## src/rtl/assert_macros.svh

```systemverilog
// Assertion macros shared by the tilt filter RTL.
// Each macro expects signals named clk and arst_n in the including scope.
`ifndef ASSERT_MACROS_SVH
`define ASSERT_MACROS_SVH

// Checks that a property holds at every clock edge outside reset.
`define TCF_ASSERT(name, prop, msg) \
	name: assert property (@(posedge clk) disable iff (!arst_n) (prop)) else $error(msg);

// Checks that a condition is followed by another in the next cycle.
`define TCF_ASSERT_NEXT(name, pre, post, msg) \
	name: assert property (@(posedge clk) disable iff (!arst_n) (pre) |=> (post)) \
		else $error(msg);

`endif

```

## src/rtl/tcf_pkg.sv

```systemverilog
// Package for the tilt complementary filter: widths, register codes, sequencer states
// and the CORDIC arctangent table. No dependencies.
`timescale 1ns / 1ps
`default_nettype none
package tcf_pkg;

	localparam int CAL_SAMPLES  = 200;
	localparam int CORDIC_ITERS = 16;
	localparam int ATAN_LEN     = 24;
	localparam int N_ITERS      = (CORDIC_ITERS < ATAN_LEN) ? CORDIC_ITERS : ATAN_LEN;
	localparam int IT_W         = $clog2(ATAN_LEN + 1);

	localparam int SMP_W   = 16;
	localparam int ACC_W   = 24;
	localparam int CAL_W   = 8;
	localparam int SQ_W    = 32;
	localparam int RAD_W   = 48;
	localparam int ROOT_W  = RAD_W / 2;
	localparam int ROOT_IT = RAD_W / 2;
	localparam int RIT_W   = $clog2(ROOT_IT + 1);
	localparam int CX_W    = 28;
	localparam int CZ_W    = 25;
	localparam int TAB_W   = 23;
	localparam int DIV_W   = $clog2(CAL_SAMPLES + 1) + 1;
	localparam int DIV_IT  = ACC_W;
	localparam int DIT_W   = $clog2(DIV_IT + 1);

	localparam int MA_W   = 28;
	localparam int MB_W   = 25;
	localparam int PROD_W = MA_W + MB_W;
	localparam int SUM_W  = PROD_W + 1;
	localparam int STEP_W = 27;

	localparam int CFG_IDX_W = 3;
	localparam int CFG_DAT_W = 24;
	localparam int GW_W      = 16;
	localparam int GAIN_W    = 24;

	localparam logic [GW_W-1:0]   GYRO_WEIGHT_RST  = 16'd31457;
	localparam logic [GW_W-1:0]   ACCEL_WEIGHT_RST = 16'd655;
	localparam logic [GAIN_W-1:0] STEP_GAIN_RST    = 24'd10230;
	localparam logic [SMP_W-1:0]  SERVO_CENTER_RST = 16'd1500;
	localparam logic [SMP_W-1:0]  SERVO_GAIN_RST   = 16'd1920;

	typedef enum logic [CFG_IDX_W-1:0] {
		REG_GYRO_WEIGHT    = 3'd0,
		REG_ACCEL_WEIGHT   = 3'd1,
		REG_GYRO_STEP_GAIN = 3'd2,
		REG_SERVO_CENTER   = 3'd3,
		REG_SERVO_GAIN     = 3'd4
	} cfg_reg_t;

	typedef enum logic [4:0] {
		ST_IDLE, ST_CAL, ST_DIVS, ST_DIV,
		ST_SQ0, ST_SQ1, ST_SQ2, ST_SQ3, ST_ROOT, ST_ANG,
		ST_F0, ST_F1, ST_F2, ST_F3, ST_F4, ST_F5, ST_F6, ST_F7, ST_OUT
	} state_t;

	// atan(2^-i) in degrees, Q16.
	function automatic logic [TAB_W-1:0] atan_tab(input logic [IT_W-1:0] idx);
		case (idx)
			0:  atan_tab = TAB_W'(2949120);
			1:  atan_tab = TAB_W'(1740967);
			2:  atan_tab = TAB_W'(919879);
			3:  atan_tab = TAB_W'(466945);
			4:  atan_tab = TAB_W'(234379);
			5:  atan_tab = TAB_W'(117304);
			6:  atan_tab = TAB_W'(58666);
			7:  atan_tab = TAB_W'(29335);
			8:  atan_tab = TAB_W'(14668);
			9:  atan_tab = TAB_W'(7334);
			10: atan_tab = TAB_W'(3667);
			11: atan_tab = TAB_W'(1833);
			12: atan_tab = TAB_W'(917);
			13: atan_tab = TAB_W'(458);
			14: atan_tab = TAB_W'(229);
			15: atan_tab = TAB_W'(115);
			16: atan_tab = TAB_W'(57);
			17: atan_tab = TAB_W'(29);
			18: atan_tab = TAB_W'(14);
			19: atan_tab = TAB_W'(7);
			20: atan_tab = TAB_W'(4);
			21: atan_tab = TAB_W'(2);
			22: atan_tab = TAB_W'(1);
			default: atan_tab = '0;
		endcase
	endfunction

endpackage
`default_nettype wire

```

## src/rtl/tcf_cordic.sv

```systemverilog
// Iterative vectoring CORDIC that turns a root and a numerator into an angle in
// degrees Q8.8. Depends on tcf_pkg.
`timescale 1ns / 1ps
`default_nettype none
module tcf_cordic import tcf_pkg::*; (
	input  logic                    clk,
	input  logic                    arst_n,
	input  logic                    start,
	input  logic [ROOT_W-1:0]       x0,
	input  logic signed [SMP_W-1:0] num,
	output logic                    done,
	output logic signed [SMP_W-1:0] ang
);

	logic                   busy_q, done_q, zero_q;
	logic [IT_W-1:0]        i_q;
	logic signed [CX_W-1:0] x_q, y_q, dx, dy;
	logic signed [CZ_W-1:0] z_q, tab_s, z_half, zr;

	assign dx     = y_q >>> i_q;
	assign dy     = x_q >>> i_q;
	assign tab_s  = signed'(CZ_W'(atan_tab(i_q)));
	assign z_half = CZ_W'(128);
	assign zr     = (z_q + z_half) >>> 8;

	always_ff @(posedge clk or negedge arst_n) begin
		if (!arst_n) begin
			busy_q <= 1'b0;
			done_q <= 1'b0;
			i_q    <= '0;
		end else begin
			done_q <= 1'b0;
			if (start) begin
				busy_q <= 1'b1;
				i_q    <= '0;
			end else if (busy_q) begin
				i_q <= i_q + 1'b1;
				if (i_q == IT_W'(N_ITERS - 1)) begin
					busy_q <= 1'b0;
					done_q <= 1'b1;
				end
			end
		end
	end

	always_ff @(posedge clk) begin
		if (start) begin
			x_q    <= signed'(CX_W'(x0));
			y_q    <= {{(CX_W - SMP_W - 8){num[SMP_W-1]}}, num, 8'd0};
			z_q    <= '0;
			zero_q <= (x0 == '0) && (num == '0);
		end else if (busy_q) begin
			if (!y_q[CX_W-1]) begin
				x_q <= x_q + dx;
				y_q <= y_q - dy;
				z_q <= z_q + tab_s;
			end else begin
				x_q <= x_q - dx;
				y_q <= y_q + dy;
				z_q <= z_q - tab_s;
			end
		end
	end

	assign done = done_q;
	assign ang  = zero_q ? '0 : zr[SMP_W-1:0];

endmodule
`default_nettype wire

```

## config.mk

```make
export PLATFORM = sky130hd
export DESIGN_NAME = tcf_cordic
export DESIGN_NICKNAME = d
export VERILOG_FILES = /design/src/rtl/assert_macros.svh /design/src/rtl/tcf_pkg.sv /design/src/rtl/tcf_cordic.sv
export SDC_FILE = /design/constraint.sdc
export NUM_CORES = 1
export LEC_CHECK = 0
export ABC_AREA = 1
export BUFFER_PORTS_ARGS = -buffer_cell sky130_fd_sc_hd__buf_2
export CAP_MARGIN = 10
export CORE_AREA = 2 2 180 182
export DETAILED_ROUTE_END_ITERATION = 7
export DIE_AREA = 0 0 182 184
export PLACE_DENSITY_LB_ADDON = 0.08
export SLEW_MARGIN = 20
export SYNTH_ARGS = -nofsm -noshare
export SYNTH_HDL_FRONTEND = slang
export SYNTH_SLANG_ARGS = --single-unit
```

## constraint.sdc

```tcl
create_clock -name clk -period 4.9 [get_ports clk]
set_input_delay 0.98 -clock clk [delete_from_list [all_inputs] [get_ports clk]]
set_output_delay 0.98 -clock clk [all_outputs]
set_load 0.02 [all_outputs]
```

==> metrics <==
result of the run finished clean; GRT Util Overall 29.57%; Slew Limit Headroom 32.66%; CTS tree yes; full die area 33490 um^2; largest delay contributor family on the critical path simple AND/OR/NAND/NOR gates; synth unique cells 64; worst-path cell with the longest stage delay sky130_fd_sc_hd__dfrtp_2; number of rows created at floorplan 65; placer congestion estimate 1.015; clock network latency to the later pin of the worst-skew pair 390 ps; antenna-violating nets left 0; I/O pin count 60; CTS Buffer Depth 2; fraction of the cycle the final worst path needs 96.08%; portion of the post-synthesis area used by sequential elements 17.20%; layout overhead on the synthesized area 9.559%; clock buffers created by TritonCTS 9; antenna violations before repair 0; via/cell ratio 5.659; H-tree Lvls 3; hold bufs inserted after CTS 0; setup slack after layout 192.1 ps; max cap viols 0; data arrival time of the worst path 4850 ps; Post-Synthesis Cell Area 13060 um^2; ratio of cells with drive above 1 in the final layout 11.46%; TritonCTS sink count 88; layout filler cell count 3447; Critical Path Most Common Cell sky130_fd_sc_hd__nand2_1; max-slew violation total from the final report 0; commonest non-fill, non-tap cell in the layout sky130_fd_sc_hd__nand2_1; minimum period implied by the final worst setup slack 4708 ps; Ant. Diodes 0; count of endpoints failing setup in the final report 0; gate count after technology mapping 2188; crit path max fanout 24; worst-case clock skew 12.36 ps; detailed-route via count 14.87k; count of input and output buffers 59; detailed placer's ending HPWL 40.17 mm; final routed wirelength across all metal layers 49.60 mm; transition at the pin with the smallest max-transition slack 1009 ps; required time of the critical path 5040 ps; grt ovf 0; cell at the root of the clock tree sky130_fd_sc_hd__clkbuf_16; worst path bufs/invs 5; Multi-input gate area 9774 um^2; worst slack, placed 33.12 ps; path length in cells of the critical path 29; Setup crit end kind register; Yosys warning count 0; worst hold slack 442.1 ps; classification of the worst-slack hold path input pin to async pin; utilization after layout 45.59%; Final Net Count 2358; share of synthesized registers carrying an async set or reset 7.955%; most frequent cells in the layout sky130_fd_sc_hd__nand2_1 (679), sky130_fd_sc_hd__nand3_1 (288), sky130_fd_sc_hd__inv_1 (185), sky130_fd_sc_hd__nor2_1 (154), sky130_fd_sc_hd__a21oi_1 (134); First DRT Iteration DRCs 1248; maximum single-stage delay on the critical path 460 ps; DIE WIDTH 182 um; count of cells along the worst register-to-register path 29; Initial Utilization 41.61%; detailed-routing iteration count for the pre-antenna-repair pass 5; post-synthesis net count 2326; setup repair after global routing missed its margin true; average detailed-routed wire length per instance 18.88 um; kind of critical path register to register; post-synthesis sequential element count 88; via count of the first global-routing pass 13.99k; area occupied by registers 2251 um^2; global-route wire length before repair 77.11 mm; Worst Setup Start Kind register; fmax 212.4 MHz; die extent in y 184 um; count of flip-flops with a built-in enable after synthesis 45; remaining design rule violation count 0; dominant synthesized flop cell sky130_fd_sc_hd__edfxtp_1; average footprint of a synthesized cell 5.970 um^2; hold violation count in the final report 0; area inside the core boundary 31390 um^2; pin count of the biggest net entering global routing 61; clock-pin slew reported for the worst setup and hold paths after clock tree synthesis 80 ps
layout make-up:
cell class | count | area share [%]
clock inverter | 7 | 0.3585
sequential | 88 | 15.73
timing repair buffer | 104 | 5.150
tap | 402 | 3.515
multi-input combinational | 1816 | 68.30
inverter | 201 | 5.377
clock buffer | 9 | 1.574
logic make-up after synthesis:
kind of cell | share of synthesized area, %
AND/OR/NAND/NOR | 43.00
AO/OA/AOI/OAI | 15.82
buffers and inverters | 9.138
adder cells (fa/ha/maj) | 9.272
flip-flops | 17.20
XOR/XNOR | 5.565
state kept, by name, indices dropped and copies added, names as in the netlist:
signal and count:
busy_q 1, done 1, z_q 24, zero_q 1, y_q 28, i_q 5, x_q 28
per-stage QoR:
step,TNS [ps],instance area (um^2),instances
2_1_floorplan,0,13060,2188
3_3_place_gp,0,13810,2607
3_5_place_dp,0,13810,2607
4_1_cts,0,14090,2623
5_1_grt,-269.4,14310,2627
6_report,0,14310,2627
worst paths after layout:
check	from	slack, ps	to
worst max-delay path	i_q[1]	190	x_q[21]
worst min-delay path	arst_n	440	i_q[2]
worst max register to register	i_q[1]	190	x_q[21]
worst min register to register	z_q[4]	480	z_q[4]
max in group asynchronous	arst_n	4240	i_q[0]
min in group clk	z_q[4]	480	z_q[4]
timing repair:
item                                    CTS  global route
cloned                                    0             1
setup buffers                             0             3
hold endpoints to repair                  0             0
pin swaps                                 0             3
gates resized for setup                   1            53
endpoints found under the setup margin    1            28
cells in the mapped netlist, types with 7 or more instances:
master                       n  area [um^2]
sky130_fd_sc_hd__nand2_1   684         2567
sky130_fd_sc_hd__nand3_1   289         1446
sky130_fd_sc_hd__inv_1     186        698.2
sky130_fd_sc_hd__nor2_1    157        589.3
sky130_fd_sc_hd__a21oi_1   143        715.7
sky130_fd_sc_hd__o21ai_0   108        540.5
sky130_fd_sc_hd__ha_1       92         1151
sky130_fd_sc_hd__xor2_1     54        473.0
sky130_fd_sc_hd__edfxtp_1   45         1351
sky130_fd_sc_hd__dfxtp_1    36        720.7
sky130_fd_sc_hd__clkbuf_1   31        116.4
sky130_fd_sc_hd__xnor2_1    29        254.0
sky130_fd_sc_hd__buf_2      26        130.1
sky130_fd_sc_hd__nor3_1     25        125.1
sky130_fd_sc_hd__nor4_1     23        143.9
sky130_fd_sc_hd__or2_2      23        143.9
sky130_fd_sc_hd__o22ai_1    20        125.1
sky130_fd_sc_hd__nand4_1    19        118.9
sky130_fd_sc_hd__a31oi_1    17        106.4
sky130_fd_sc_hd__nand2_2    13        81.33
sky130_fd_sc_hd__inv_2      12        45.04
sky130_fd_sc_hd__o21ai_1    11        55.05
sky130_fd_sc_hd__buf_1      10        37.54
sky130_fd_sc_hd__buf_4       9        67.56
sky130_fd_sc_hd__nor2_2      9        56.30
sky130_fd_sc_hd__o21a_1      9        67.56
sky130_fd_sc_hd__a21oi_2     8        70.07
sky130_fd_sc_hd__nand3_2     8        80.08
sky130_fd_sc_hd__dfrtp_1     7        175.2
metal layers:
metal  routed length, um  vias to the layer above  global-route usage (%)
met5                   0                        -                       0
met4                1390                        0                   9.839
met3                2706                       69                   3.744
met2               22240                      458                   47.97
met1               23270                     6927                   40.61
li1                    -                     7413                       -
Power is left out: the tool's default activity adds up to more than one toggle a clock period on the data nets, which glitch-free logic cannot reach.
