### src/rtl/assert_macros.svh
// Assertion macros shared by the tilt filter RTL.
// Each macro expects signals named clk and arst_n in the including scope.
`ifndef ASSERT_MACROS_SVH
`define ASSERT_MACROS_SVH

// Checks that a property holds at every clock edge outside reset.
`define TCF_ASSERT(name, prop, msg) \
	name: assert property (@(posedge clk) disable iff (!arst_n) (prop)) else $error(msg);

// Checks that a condition is followed by another in the next cycle.
`define TCF_ASSERT_NEXT(name, pre, post, msg) \
	name: assert property (@(posedge clk) disable iff (!arst_n) (pre) |=> (post)) \
		else $error(msg);

`endif

### src/rtl/tcf_pkg.sv
// Package for the tilt complementary filter: widths, register codes, sequencer states
// and the CORDIC arctangent table. No dependencies.
`timescale 1ns / 1ps
`default_nettype none
package tcf_pkg;

	localparam int CAL_SAMPLES  = 200;
	localparam int CORDIC_ITERS = 16;
	localparam int ATAN_LEN     = 24;
	localparam int N_ITERS      = (CORDIC_ITERS < ATAN_LEN) ? CORDIC_ITERS : ATAN_LEN;
	localparam int IT_W         = $clog2(ATAN_LEN + 1);

	localparam int SMP_W   = 16;
	localparam int ACC_W   = 24;
	localparam int CAL_W   = 8;
	localparam int SQ_W    = 32;
	localparam int RAD_W   = 48;
	localparam int ROOT_W  = RAD_W / 2;
	localparam int ROOT_IT = RAD_W / 2;
	localparam int RIT_W   = $clog2(ROOT_IT + 1);
	localparam int CX_W    = 28;
	localparam int CZ_W    = 25;
	localparam int TAB_W   = 23;
	localparam int DIV_W   = $clog2(CAL_SAMPLES + 1) + 1;
	localparam int DIV_IT  = ACC_W;
	localparam int DIT_W   = $clog2(DIV_IT + 1);

	localparam int MA_W   = 28;
	localparam int MB_W   = 25;
	localparam int PROD_W = MA_W + MB_W;
	localparam int SUM_W  = PROD_W + 1;
	localparam int STEP_W = 27;

	localparam int CFG_IDX_W = 3;
	localparam int CFG_DAT_W = 24;
	localparam int GW_W      = 16;
	localparam int GAIN_W    = 24;

	localparam logic [GW_W-1:0]   GYRO_WEIGHT_RST  = 16'd31457;
	localparam logic [GW_W-1:0]   ACCEL_WEIGHT_RST = 16'd655;
	localparam logic [GAIN_W-1:0] STEP_GAIN_RST    = 24'd10230;
	localparam logic [SMP_W-1:0]  SERVO_CENTER_RST = 16'd1500;
	localparam logic [SMP_W-1:0]  SERVO_GAIN_RST   = 16'd1920;

	typedef enum logic [CFG_IDX_W-1:0] {
		REG_GYRO_WEIGHT    = 3'd0,
		REG_ACCEL_WEIGHT   = 3'd1,
		REG_GYRO_STEP_GAIN = 3'd2,
		REG_SERVO_CENTER   = 3'd3,
		REG_SERVO_GAIN     = 3'd4
	} cfg_reg_t;

	typedef enum logic [4:0] {
		ST_IDLE, ST_CAL, ST_DIVS, ST_DIV,
		ST_SQ0, ST_SQ1, ST_SQ2, ST_SQ3, ST_ROOT, ST_ANG,
		ST_F0, ST_F1, ST_F2, ST_F3, ST_F4, ST_F5, ST_F6, ST_F7, ST_OUT
	} state_t;

	// atan(2^-i) in degrees, Q16.
	function automatic logic [TAB_W-1:0] atan_tab(input logic [IT_W-1:0] idx);
		case (idx)
			0:  atan_tab = TAB_W'(2949120);
			1:  atan_tab = TAB_W'(1740967);
			2:  atan_tab = TAB_W'(919879);
			3:  atan_tab = TAB_W'(466945);
			4:  atan_tab = TAB_W'(234379);
			5:  atan_tab = TAB_W'(117304);
			6:  atan_tab = TAB_W'(58666);
			7:  atan_tab = TAB_W'(29335);
			8:  atan_tab = TAB_W'(14668);
			9:  atan_tab = TAB_W'(7334);
			10: atan_tab = TAB_W'(3667);
			11: atan_tab = TAB_W'(1833);
			12: atan_tab = TAB_W'(917);
			13: atan_tab = TAB_W'(458);
			14: atan_tab = TAB_W'(229);
			15: atan_tab = TAB_W'(115);
			16: atan_tab = TAB_W'(57);
			17: atan_tab = TAB_W'(29);
			18: atan_tab = TAB_W'(14);
			19: atan_tab = TAB_W'(7);
			20: atan_tab = TAB_W'(4);
			21: atan_tab = TAB_W'(2);
			22: atan_tab = TAB_W'(1);
			default: atan_tab = '0;
		endcase
	endfunction

endpackage
`default_nettype wire

### src/rtl/tcf_div.sv
// Bit-serial divider that averages a calibration sum into a gyro bias.
// Depends on tcf_pkg.
`timescale 1ns / 1ps
`default_nettype none
module tcf_div import tcf_pkg::*; (
	input  logic                    clk,
	input  logic                    arst_n,
	input  logic                    start,
	input  logic signed [ACC_W-1:0] sum,
	output logic                    done,
	output logic signed [ACC_W-1:0] bias
);

	logic             busy_q, done_q, neg_q;
	logic [DIT_W-1:0] cnt_q;
	logic [ACC_W-1:0] dvd_q, mag;
	logic [DIV_W-2:0] rem_q;
	logic [DIV_W-1:0] trial;
	logic             ge;

	assign mag   = (sum[ACC_W-1] ? ACC_W'(-sum) : ACC_W'(sum)) + ACC_W'(CAL_SAMPLES / 2);
	assign trial = {rem_q, dvd_q[ACC_W-1]};
	assign ge    = trial >= DIV_W'(CAL_SAMPLES);

	always_ff @(posedge clk or negedge arst_n) begin
		if (!arst_n) begin
			busy_q <= 1'b0;
			done_q <= 1'b0;
			cnt_q  <= '0;
		end else begin
			done_q <= 1'b0;
			if (start) begin
				busy_q <= 1'b1;
				cnt_q  <= '0;
			end else if (busy_q) begin
				cnt_q <= cnt_q + 1'b1;
				if (cnt_q == DIT_W'(DIV_IT - 1)) begin
					busy_q <= 1'b0;
					done_q <= 1'b1;
				end
			end
		end
	end

	always_ff @(posedge clk) begin
		if (start) begin
			dvd_q <= mag;
			rem_q <= '0;
			neg_q <= sum[ACC_W-1];
		end else if (busy_q) begin
			rem_q <= ge ? (DIV_W-1)'(trial - DIV_W'(CAL_SAMPLES)) : trial[DIV_W-2:0];
			dvd_q <= {dvd_q[ACC_W-2:0], ge};
		end
	end

	assign done = done_q;
	assign bias = neg_q ? -$signed(dvd_q) : $signed(dvd_q);

endmodule
`default_nettype wire

### config.mk
export PLATFORM = sky130hd
export DESIGN_NAME = tcf_div
export DESIGN_NICKNAME = d
export VERILOG_FILES = /design/src/rtl/assert_macros.svh /design/src/rtl/tcf_pkg.sv /design/src/rtl/tcf_div.sv
export SDC_FILE = /design/constraint.sdc
export NUM_CORES = 1
export LEC_CHECK = 0
export BUFFER_PORTS_ARGS = -buffer_cell sky130_fd_sc_hd__buf_2
export CORE_ASPECT_RATIO = 0.6
export CORE_MARGIN = 1
export CORE_UTILIZATION = 55
export CTS_CLUSTER_DIAMETER = 40
export DETAILED_ROUTE_END_ITERATION = 12
export MAX_ROUTING_LAYER = met4
export PLACE_DENSITY = 0.81
export SLEW_MARGIN = 0
export SYNTH_ARGS = -nofsm -noshare
export SYNTH_HDL_FRONTEND = slang
export SYNTH_SLANG_ARGS = --single-unit
### constraint.sdc
create_clock -name clk -period 5.9 [get_ports clk]
set_input_delay 0.295 -clock clk [delete_from_list [all_inputs] [get_ports clk]]
set_output_delay 0.295 -clock clk [all_outputs]
set_load 0.01 [all_outputs]
==> impl_metrics.tcl <==
set metrics [dict create \
    run_status "complete, no violations" \
    drive_gt1_frac 0.237 \
    cts-buffers-inserted 5 \
    number_of_synthesized_flops_with_an_enable_pin 25 \
    dr.first_iter.drc_count 256 \
    worst_setup_path_start_kind "flop" \
    crit_reg_reg_endpoint "rem_q[6]$_SDFFE_PP0P_" \
    max_slew_margin 0.444 \
    antennaDiodeCount 0 \
    die_height_um 64.5 \
    syn-instance-count 393 \
    place.detailed.hpwl_um 6490 \
    powerDensity_nw_per_um2 225 \
    skew_ps 4.45 \
    ys_seq_elements 40 \
    setup.worst_path.end_class "output pin" \
    cts.htree.levels 2 \
    cts.sinks 40 \
    grt-busiest-layer "met2" \
    min_path_type "input pin to async pin" \
    ir_worst_vdd_mv 0.148 \
    totalPowerFinal_w 0.000886 \
    postLayoutCoreUtil 0.637 \
    fp-row-count 22 \
    synth_cell_type_count 64 \
    areaGrowthSynthToFinish_pct 10.2 \
    finalSetupTns_ps 0 \
    clk_path_buf_depth 2 \
    core_area_um2 6190 \
    regToRegSetupSlack_ps 4100 \
    ys_warn_count 0 \
    worst-endpoint-arrival_ps 3380 \
    wire_length_of_the_first_global_routing_pass_um 14200 \
    worstSkewPairLatency_ps 300 \
    number_of_hold_buffers_added_after_cts 1 \
    gp_congestion 0.901 \
    cts_resized 0 \
    drt_pre_antenna_iters 5 \
    netlist_area_um2 3580 \
    max_cap_viol_count 0 \
    post_drt_wl_per_cell_um 17.2 \
    rsz_0062_raised_after_global_routing "no" \
    mostFrequentLayoutCell "sky130_fd_sc_hd__buf_2" \
    fp.dieW_um 106 \
    design.die.area_um2 6840 \
    post_synth_xor_area_fraction 0.154 \
    synthFlopType "sky130_fd_sc_hd__edfxtp_1" \
    grt_use_met2 0.419 \
    nFillCells 535 \
    tightestPinTransition_ps 834 \
    synth_top_family_by_area "simple AND/OR/NAND/NOR gates" \
    synth-compound-area-share 0.180 \
    first_global_vias 2893 \
    report.final.slew_viol_count 0 \
    synth-simple-area-share 0.220 \
    via_cell_ratio 6.21 \
    setup_violations 0 \
    globalRouteMet1Util 0.384 \
    finish.cell_count_without_fillers 511 \
    antenna_left 0 \
    critical_path_required_ps 5610 \
    fmaxAchievable_mhz 272 \
    critical_path_maximum_fanout 4 \
    final_min_period_over_clock_period 0.623 \
    grt-ovfl-total 0 \
    finalWorstPathRequiredPeriod_ps 3670 \
    reg2regPathDepth 6 \
    drt-total-wl_um 8770 \
    synthArstFlopShare 0.175 \
    final_net_count 458 \
    antenna_found_initial 0 \
    io_pins 52 \
    rr_startpoint "dvd_q[23]$_DFFE_PP_" \
    initial_utilization 0.578 \
    synth.mux.area_fraction 0.0766 \
    hold_viol_final 0 \
    io_buffers 51 \
    critical_path_start "dvd_q[11]$_DFFE_PP_" \
    clock_tree.root_cell "sky130_fd_sc_hd__clkbuf_8" \
    vias 3173 \
    drc 0 \
    criticalPathCategory "flop to output pin" \
    largest_net_degree_at_the_start_of_global_routing 42 \
    tritoncts "built" \
    grt.total_usage 0.275 \
    layout_common_cells "51 x sky130_fd_sc_hd__buf_2, 46 x sky130_fd_sc_hd__xnor2_1, 37 x sky130_fd_sc_hd__nor2_1, 25 x sky130_fd_sc_hd__edfxtp_1" \
    cts_setup_buffers 0 \
    cts.reportedPaths.clkPinSlew_ps 80 \
    synth_seq_area_share 0.303 \
    grt_util_met3 0.0392 \
    total_leakage_power_nw 1.45 \
    placedCellCount 502 \
    synth_area_per_inst_um2 9.11 \
    synth_fa_ha_area_frac 0.0175 \
    synth.net_count 425 \
]
## worst max-delay path by stage
stage | endpoint | depth (start not counted) | slack [ps]
3_3_place_gp | dvd_q[17]$_DFFE_PP_ | 10 | 2600
6_report | bias[21] | 8 | 2230
5_1_grt | bias[21] | 8 | 2140
3_5_place_dp | dvd_q[15]$_DFFE_PP_ | 10 | 2520
4_1_cts | bias[21] | 8 | 2210
2_1_floorplan | bias[21] | 7 | 2880
## critical path, cell delays in order (launching register included)
cell and delay (ps):
sky130_fd_sc_hd__edfxtp_1 470, sky130_fd_sc_hd__or4_1 560, sky130_fd_sc_hd__or2_2 340, sky130_fd_sc_hd__or4_1 440, sky130_fd_sc_hd__or2_2 300, sky130_fd_sc_hd__or3_1 400
sky130_fd_sc_hd__o31ai_1 270, sky130_fd_sc_hd__xnor2_1 160, sky130_fd_sc_hd__buf_2 150
## cell families after synthesis
group | Yosys count
muxes | 25
DFF | 40
buffers and inverters | 39
adders and majority gates | 5
and+or+nand+nor | 139
AOI/OAI and AO/OA | 82
xor gates and xnor gates | 63
## cell usage after synthesis (9+ instances only)
library cell	count	area, um^2
sky130_fd_sc_hd__nor3_1	10	50.1
sky130_fd_sc_hd__mux2_2	15	169
sky130_fd_sc_hd__xor2_1	17	149
sky130_fd_sc_hd__clkbuf_1	17	63.8
sky130_fd_sc_hd__nor2_1	37	139
sky130_fd_sc_hd__xnor2_1	46	403
sky130_fd_sc_hd__a21oi_1	12	60.1
sky130_fd_sc_hd__o21ai_0	23	115
sky130_fd_sc_hd__edfxtp_1	25	751
sky130_fd_sc_hd__nand2_1	23	86.3
sky130_fd_sc_hd__mux2i_1	9	90.1
sky130_fd_sc_hd__o31ai_1	11	82.6
sky130_fd_sc_hd__or3_1	9	56.3
sky130_fd_sc_hd__inv_1	13	48.8
## through the flow
step | worst slack [ps] | area, um^2 | hold slack, ps
2_1_floorplan | 2880 | 3580 | -0.591
3_3_place_gp | 2600 | 3810 | 132
3_5_place_dp | 2520 | 3810 | 132
4_1_cts | 2210 | 3940 | 346
5_1_grt | 2140 | 3940 | 382
6_report | 2230 | 3940 | 356
## where the power goes
part           switching [W]  internal (W)
clock network       0.000105      0.000138
logic               0.000141      0.000122
registers          0.0000436      0.000336
## final cells by class
cell class                 instances  area, um^2  share of cell area
inverter                          13        48.8              0.0124
tap                               84         105              0.0266
clock inverter                     2        38.8             0.00984
multi-input combinational        314        2320               0.588
sequential                        40        1090               0.275
clock buffer                       6        82.6              0.0209
timing repair buffer              52         265              0.0673
## routing by layer
metal / wire length, um / part of all wire
met1: 4020 / 0.46
met2: 4050 / 0.46
met3: 590 / 0.067
met4: 116 / 0.013
met5: 0 / 0
## registers in the layout (all words and copies together) (netlist names)
name / cells
dvd_q: 24
rem_q: 8
cnt_q: 5
busy_q: 1
done: 1
neg_q: 1
No activity file was read; power rests on OpenSTA's default activity.
