`config.mk`:
```
export PLATFORM = sky130hd
export DESIGN_NAME = tcf_sqrt
export DESIGN_NICKNAME = d
export VERILOG_FILES = /design/src/rtl/assert_macros.svh /design/src/rtl/tcf_pkg.sv /design/src/rtl/tcf_sqrt.sv
export SDC_FILE = /design/constraint.sdc
export NUM_CORES = 1
export LEC_CHECK = 0
export ABC_CLOCK_PERIOD_IN_PS = 4500
export BUFFER_PORTS_ARGS = -buffer_cell sky130_fd_sc_hd__buf_4
export CAP_MARGIN = 20
export CORE_MARGIN = 8
export CORE_UTILIZATION = 53
export DETAILED_ROUTE_END_ITERATION = 12
export PLACE_DENSITY = 0.73
export SETUP_SLACK_MARGIN = 0.3
export SKIP_LAST_GASP = 1
export SLEW_MARGIN = 20
export SYNTH_ARGS = -nofsm -noshare
export SYNTH_HDL_FRONTEND = slang
export SYNTH_SLANG_ARGS = --single-unit
```
`constraint.sdc`:
```
create_clock -name clk -period 4.5 [get_ports clk]
set_input_delay 0.9 -clock clk [delete_from_list [all_inputs] [get_ports clk]]
set_output_delay 0.9 -clock clk [all_outputs]
set_load 0.005 [all_outputs]
```
`src/rtl/assert_macros.svh`:
```
// Assertion macros shared by the tilt filter RTL.
// Each macro expects signals named clk and arst_n in the including scope.
`ifndef ASSERT_MACROS_SVH
`define ASSERT_MACROS_SVH

// Checks that a property holds at every clock edge outside reset.
`define TCF_ASSERT(name, prop, msg) \
	name: assert property (@(posedge clk) disable iff (!arst_n) (prop)) else $error(msg);

// Checks that a condition is followed by another in the next cycle.
`define TCF_ASSERT_NEXT(name, pre, post, msg) \
	name: assert property (@(posedge clk) disable iff (!arst_n) (pre) |=> (post)) \
		else $error(msg);

`endif

```
`src/rtl/tcf_pkg.sv`:
```
// Package for the tilt complementary filter: widths, register codes, sequencer states
// and the CORDIC arctangent table. No dependencies.
`timescale 1ns / 1ps
`default_nettype none
package tcf_pkg;

	localparam int CAL_SAMPLES  = 200;
	localparam int CORDIC_ITERS = 16;
	localparam int ATAN_LEN     = 24;
	localparam int N_ITERS      = (CORDIC_ITERS < ATAN_LEN) ? CORDIC_ITERS : ATAN_LEN;
	localparam int IT_W         = $clog2(ATAN_LEN + 1);

	localparam int SMP_W   = 16;
	localparam int ACC_W   = 24;
	localparam int CAL_W   = 8;
	localparam int SQ_W    = 32;
	localparam int RAD_W   = 48;
	localparam int ROOT_W  = RAD_W / 2;
	localparam int ROOT_IT = RAD_W / 2;
	localparam int RIT_W   = $clog2(ROOT_IT + 1);
	localparam int CX_W    = 28;
	localparam int CZ_W    = 25;
	localparam int TAB_W   = 23;
	localparam int DIV_W   = $clog2(CAL_SAMPLES + 1) + 1;
	localparam int DIV_IT  = ACC_W;
	localparam int DIT_W   = $clog2(DIV_IT + 1);

	localparam int MA_W   = 28;
	localparam int MB_W   = 25;
	localparam int PROD_W = MA_W + MB_W;
	localparam int SUM_W  = PROD_W + 1;
	localparam int STEP_W = 27;

	localparam int CFG_IDX_W = 3;
	localparam int CFG_DAT_W = 24;
	localparam int GW_W      = 16;
	localparam int GAIN_W    = 24;

	localparam logic [GW_W-1:0]   GYRO_WEIGHT_RST  = 16'd31457;
	localparam logic [GW_W-1:0]   ACCEL_WEIGHT_RST = 16'd655;
	localparam logic [GAIN_W-1:0] STEP_GAIN_RST    = 24'd10230;
	localparam logic [SMP_W-1:0]  SERVO_CENTER_RST = 16'd1500;
	localparam logic [SMP_W-1:0]  SERVO_GAIN_RST   = 16'd1920;

	typedef enum logic [CFG_IDX_W-1:0] {
		REG_GYRO_WEIGHT    = 3'd0,
		REG_ACCEL_WEIGHT   = 3'd1,
		REG_GYRO_STEP_GAIN = 3'd2,
		REG_SERVO_CENTER   = 3'd3,
		REG_SERVO_GAIN     = 3'd4
	} cfg_reg_t;

	typedef enum logic [4:0] {
		ST_IDLE, ST_CAL, ST_DIVS, ST_DIV,
		ST_SQ0, ST_SQ1, ST_SQ2, ST_SQ3, ST_ROOT, ST_ANG,
		ST_F0, ST_F1, ST_F2, ST_F3, ST_F4, ST_F5, ST_F6, ST_F7, ST_OUT
	} state_t;

	// atan(2^-i) in degrees, Q16.
	function automatic logic [TAB_W-1:0] atan_tab(input logic [IT_W-1:0] idx);
		case (idx)
			0:  atan_tab = TAB_W'(2949120);
			1:  atan_tab = TAB_W'(1740967);
			2:  atan_tab = TAB_W'(919879);
			3:  atan_tab = TAB_W'(466945);
			4:  atan_tab = TAB_W'(234379);
			5:  atan_tab = TAB_W'(117304);
			6:  atan_tab = TAB_W'(58666);
			7:  atan_tab = TAB_W'(29335);
			8:  atan_tab = TAB_W'(14668);
			9:  atan_tab = TAB_W'(7334);
			10: atan_tab = TAB_W'(3667);
			11: atan_tab = TAB_W'(1833);
			12: atan_tab = TAB_W'(917);
			13: atan_tab = TAB_W'(458);
			14: atan_tab = TAB_W'(229);
			15: atan_tab = TAB_W'(115);
			16: atan_tab = TAB_W'(57);
			17: atan_tab = TAB_W'(29);
			18: atan_tab = TAB_W'(14);
			19: atan_tab = TAB_W'(7);
			20: atan_tab = TAB_W'(4);
			21: atan_tab = TAB_W'(2);
			22: atan_tab = TAB_W'(1);
			default: atan_tab = '0;
		endcase
	endfunction

endpackage
`default_nettype wire

```
`src/rtl/tcf_sqrt.sv`:
```
// Digit-serial integer square root, two radicand bits per cycle.
// Depends on tcf_pkg.
`timescale 1ns / 1ps
`default_nettype none
module tcf_sqrt import tcf_pkg::*; (
	input  logic              clk,
	input  logic              arst_n,
	input  logic              start,
	input  logic [SQ_W-1:0]   sq,
	output logic              done,
	output logic [ROOT_W-1:0] root
);

	logic              busy_q, done_q;
	logic [RIT_W-1:0]  cnt_q;
	logic [RAD_W-1:0]  rad_q;
	logic [ROOT_W+1:0] rem_q;
	logic [ROOT_W-1:0] root_q;
	logic [ROOT_W+3:0] cur, trial;
	logic              ge;

	assign cur   = {rem_q, rad_q[RAD_W-1 -: 2]};
	assign trial = {2'b00, root_q, 2'b01};
	assign ge    = cur >= trial;

	always_ff @(posedge clk or negedge arst_n) begin
		if (!arst_n) begin
			busy_q <= 1'b0;
			done_q <= 1'b0;
			cnt_q  <= '0;
		end else begin
			done_q <= 1'b0;
			if (start) begin
				busy_q <= 1'b1;
				cnt_q  <= '0;
			end else if (busy_q) begin
				cnt_q <= cnt_q + 1'b1;
				if (cnt_q == RIT_W'(ROOT_IT - 1)) begin
					busy_q <= 1'b0;
					done_q <= 1'b1;
				end
			end
		end
	end

	always_ff @(posedge clk) begin
		if (start) begin
			rad_q  <= {sq, (RAD_W - SQ_W)'(0)};
			rem_q  <= '0;
			root_q <= '0;
		end else if (busy_q) begin
			rem_q  <= ge ? (ROOT_W+2)'(cur - trial) : (ROOT_W+2)'(cur);
			root_q <= {root_q[ROOT_W-2:0], ge};
			rad_q  <= rad_q << 2;
		end
	end

	assign done = done_q;
	assign root = root_q;

endmodule
`default_nettype wire

```
==> summary.txt <==
Timing
  – Tcrit/Tclk final: 0.638
  – Final setup violation count: 0
  – Fin Setup TNS: 0 ns
  – Fmax: 0.348 GHz
  – Pins Over Slew Limit: 0
  – RSZ-0062 raised after global routing: no
  – Worst setup margin: 1.63 ns
  – Post-Route Skew: 0.0155 ns
  – Worst-margin pin slew: 0.912 ns
  – Hold Vio Cnt, Final: 0
  – Final Critical Period: 2.87 ns
  – Max_slew headroom: 0.392

Critical path
  – Worst flop-to-flop path startpoint: root[15]$_SDFFE_PP0P_
  – Slowest-stage cell, CP: ha_1
  – R2R depth: 10
  – CP endpoint kind: flop
  – CP required: 4.77 ns
  – Worst Setup Path Type: flop to flop
  – Crit path buffers/inverters: 1
  – Crit Path Max Fanout: 30
  – R2R Path End: rem_q[15]$_SDFFE_PP0P_
  – Critical Path Start Type: flop
  – Most used cell, CP: nand2b_1
  – Critical path arrival: 3.14 ns
  – CP delay by family, top: compound AO/OA/AOI/OAI gates
  – Largest stage delay on the critical path: 0.43 ns
  – Worst path cell trace: inv_1, ha_1, a21o_1, a31oi_1, nand2b_1, o2111a_1, nand2b_1, a21o_4, mux2i_1, a211oi_1
  – Worst R2R Setup Slack: 1.63 ns

Detailed routing
  – Drt wl/cell: 15.0 um
  – Antenna Nets Post-Route: 0
  – Drt total wl: 10.7 mm
  – Drt via density: 5.59
  – Vias post-DR: 3978
  – DRT iter0 DRCs: 224
  – DRC violations left: 0
  – TritonRoute pass-1 iters: 4

Logic synthesis
  – Share of the synthesized area in the top cell type: 0.194
  – Cell area after synthesis: 0.00516 mm^2
  – Post-synth EDFFs: 32
  – Yosys reg bits: 89
  – Mapped Cells: 529
  – Synth area leader: dfxtp_1
  – Synth unique cells: 56
  – Seq/Total Area, Yosys: 0.414
  – Ys Warns: 0
  – Async SR Flop Fraction: 0.0787
  – Mapped Nets: 591
  – Synth top cells by count: nor2_1, dfxtp_1, mux2i_1
  – Synth area leaders: dfxtp_1, edfxtp_1, mux2i_1, ha_1, mux2_2
  – Post-synth top flop: dfxtp_1
  – Top-count cell post-synth: nor2_1
  – Syn avg cell area: 9.76 um^2

Pwr
  – Register share of total power: 0.282
  – Comb pwr share: 0.551
  – Clk pwr share: 0.168
  – Static Leakage: 0.00267 uW
  – Sw frac: 0.405
  – Internal power: 2250 uW
  – Pwr dens: 642 mW/mm^2
  – NetSw: 1530 uW
  – Worst VDD drop: 0.249 mV

Die
  – # rows: 36
  – Chip width: 115 um
  – Die area: 0.0132 mm^2
  – Die Height: 115 um
  – Io pins: 60
  – Starting Density: 0.538
  – Core Region: 0.00959 mm^2

Global route
  – Global-route wire length before repair: 17.8 mm
  – Largest net degree at the start of global routing: 48
  – Vias in the first global route: 3857
  – GR Util All Layers: 0.165
  – Initial antenna violation count: 0
  – GRT overflow: 0

Placement
  – DP Wirelength: 7.73 mm
  – IO Port Bufs: 59
  – Place WS: 1.66 ns
  – GPL Wtd Cong: 0.882

Final layout
  – Area Growth Syn to Fin: 13.9%
  – Share of cells above drive strength 1: 0.199
  – Diodes inserted: 0
  – Multi-input logic area: 0.00278 mm^2
  – Reg area: 0.00214 mm^2
  – Nets: 636
  – Fill cells: 833

Clock tree
  – Hold Buf Count CTS: 0
  – Clk sinks: 89
  – CTS buffer count: 9
  – TritonCTS clock tree: built
  – Clock root buffer: clkbuf_8
  – Worst skew pair latency: 0.37 ns
  – Post-CTS setup buffers: 0
  – Post-CTS Resized: 0
  – H-tree depth: 3
  – CTS max path bufs: 2
  – Clock transition at the registers of the reported paths: 0.09 ns

Run status
  – Run status: complete, no violations

Min path
  – Hold Path Class: input pin to asynchronous set/reset pin

Job
  – Number of max-cap violations: 0
-- flip-flops by register name, indices dropped and copies added, names as in the netlist --
| signal | count |
|---|---|
| busy_q | 1 |
| done | 1 |
| rad_q | 32 |
| rem_q | 26 |
| root | 24 |
| cnt_q | 5 |
-- logic make-up after synthesis --
kind of cell               synth area share
muxes                                 0.158
xor gates and xnor gates             0.0441
AOI/OAI and AO/OA                     0.142
buffers and inverters                0.0489
adders and majority gates            0.0654
and+or+nand+nor                       0.127
DFF                                   0.414
-- cell usage in the layout, fill, tap and decap left out, types with 2 or more instances in the layout --
cell type / instances
a2111oi_0: 2
a211o_1: 3
a211oi_1: 26
a21o_1: 7
a21oi_1: 24
a31oi_1: 2
and2_1: 4
and3_1: 2
buf_4: 61
bufinv_16: 2
clkbuf_8: 9
dfrtp_1: 6
dfxtp_1: 50
edfxtp_1: 32
ha_1: 27
inv_1: 31
inv_6: 3
mux2_2: 30
mux2i_1: 48
nand2_1: 19
nand2b_1: 5
nand3_1: 8
nand4_1: 9
nor2_1: 70
nor2b_1: 3
nor3_1: 11
nor4_1: 3
o211ai_1: 2
o21a_1: 5
o21ai_0: 19
o31ai_1: 3
or2_2: 2
or3_1: 2
xnor2_1: 13
xor2_1: 13
-- power by group through the flow --
stage               Sequential, uW  Combinational (uW)  Clock [uW]
floorplan                     1050                1730           0
global placement              1080                2010           0
detailed placement            1080                2050           0
CTS                           1060                2070         652
global route                  1080                2310         684
finish                        1060                2080         634
-- layer usage --
layer	part of all wire	GRT usage	wire (um)
met5	0	0	0
met4	0.019	0.0753	204
met3	0.049	0.0369	520
met2	0.47	0.272	5070
met1	0.46	0.202	4910
-- how the worst max path moves through the flow --
stage          cells past startpoint  slack (ns)                     end                   from
6_report                          10        1.63  rem_q[15]$_SDFFE_PP0P_  root[15]$_SDFFE_PP0P_
3_3_place_gp                      10        1.74   rem_q[0]$_SDFFE_PP0P_  root[15]$_SDFFE_PP0P_
4_1_cts                           10        1.61  rem_q[15]$_SDFFE_PP0P_  root[15]$_SDFFE_PP0P_
2_1_floorplan                     12        2.05   rem_q[0]$_SDFFE_PP0P_  root[15]$_SDFFE_PP0P_
3_5_place_dp                      10        1.66  rem_q[15]$_SDFFE_PP0P_  root[15]$_SDFFE_PP0P_
5_1_grt                           10        1.41  rem_q[15]$_SDFFE_PP0P_  root[15]$_SDFFE_PP0P_
-- final cells by class --
cell class	count	share of cell area
Clock inverter	7	0.0181
Sequential cell	89	0.363
Clock buffer	9	0.0211
Timing Repair Buffer	61	0.0778
Inverter	31	0.0198
Multi-Input combinational cell	382	0.472
Tap cell	133	0.0283
-- metrics by stage --
stage          instances  utilization  power (uW)  hold WS [ns]  cell area, um^2
6_report             712        0.613        3780         0.331             5880
5_1_grt              712        0.613        4070         0.325             5880
4_1_cts              712        0.613        3790         0.318             5880
3_5_place_dp         696        0.589        3140         0.491             5650
3_3_place_gp         696        0.589        3090         0.475             5650
2_1_floorplan        529            -        2790         0.461             5160
Note: power is estimated with default switching activity, not from simulation.
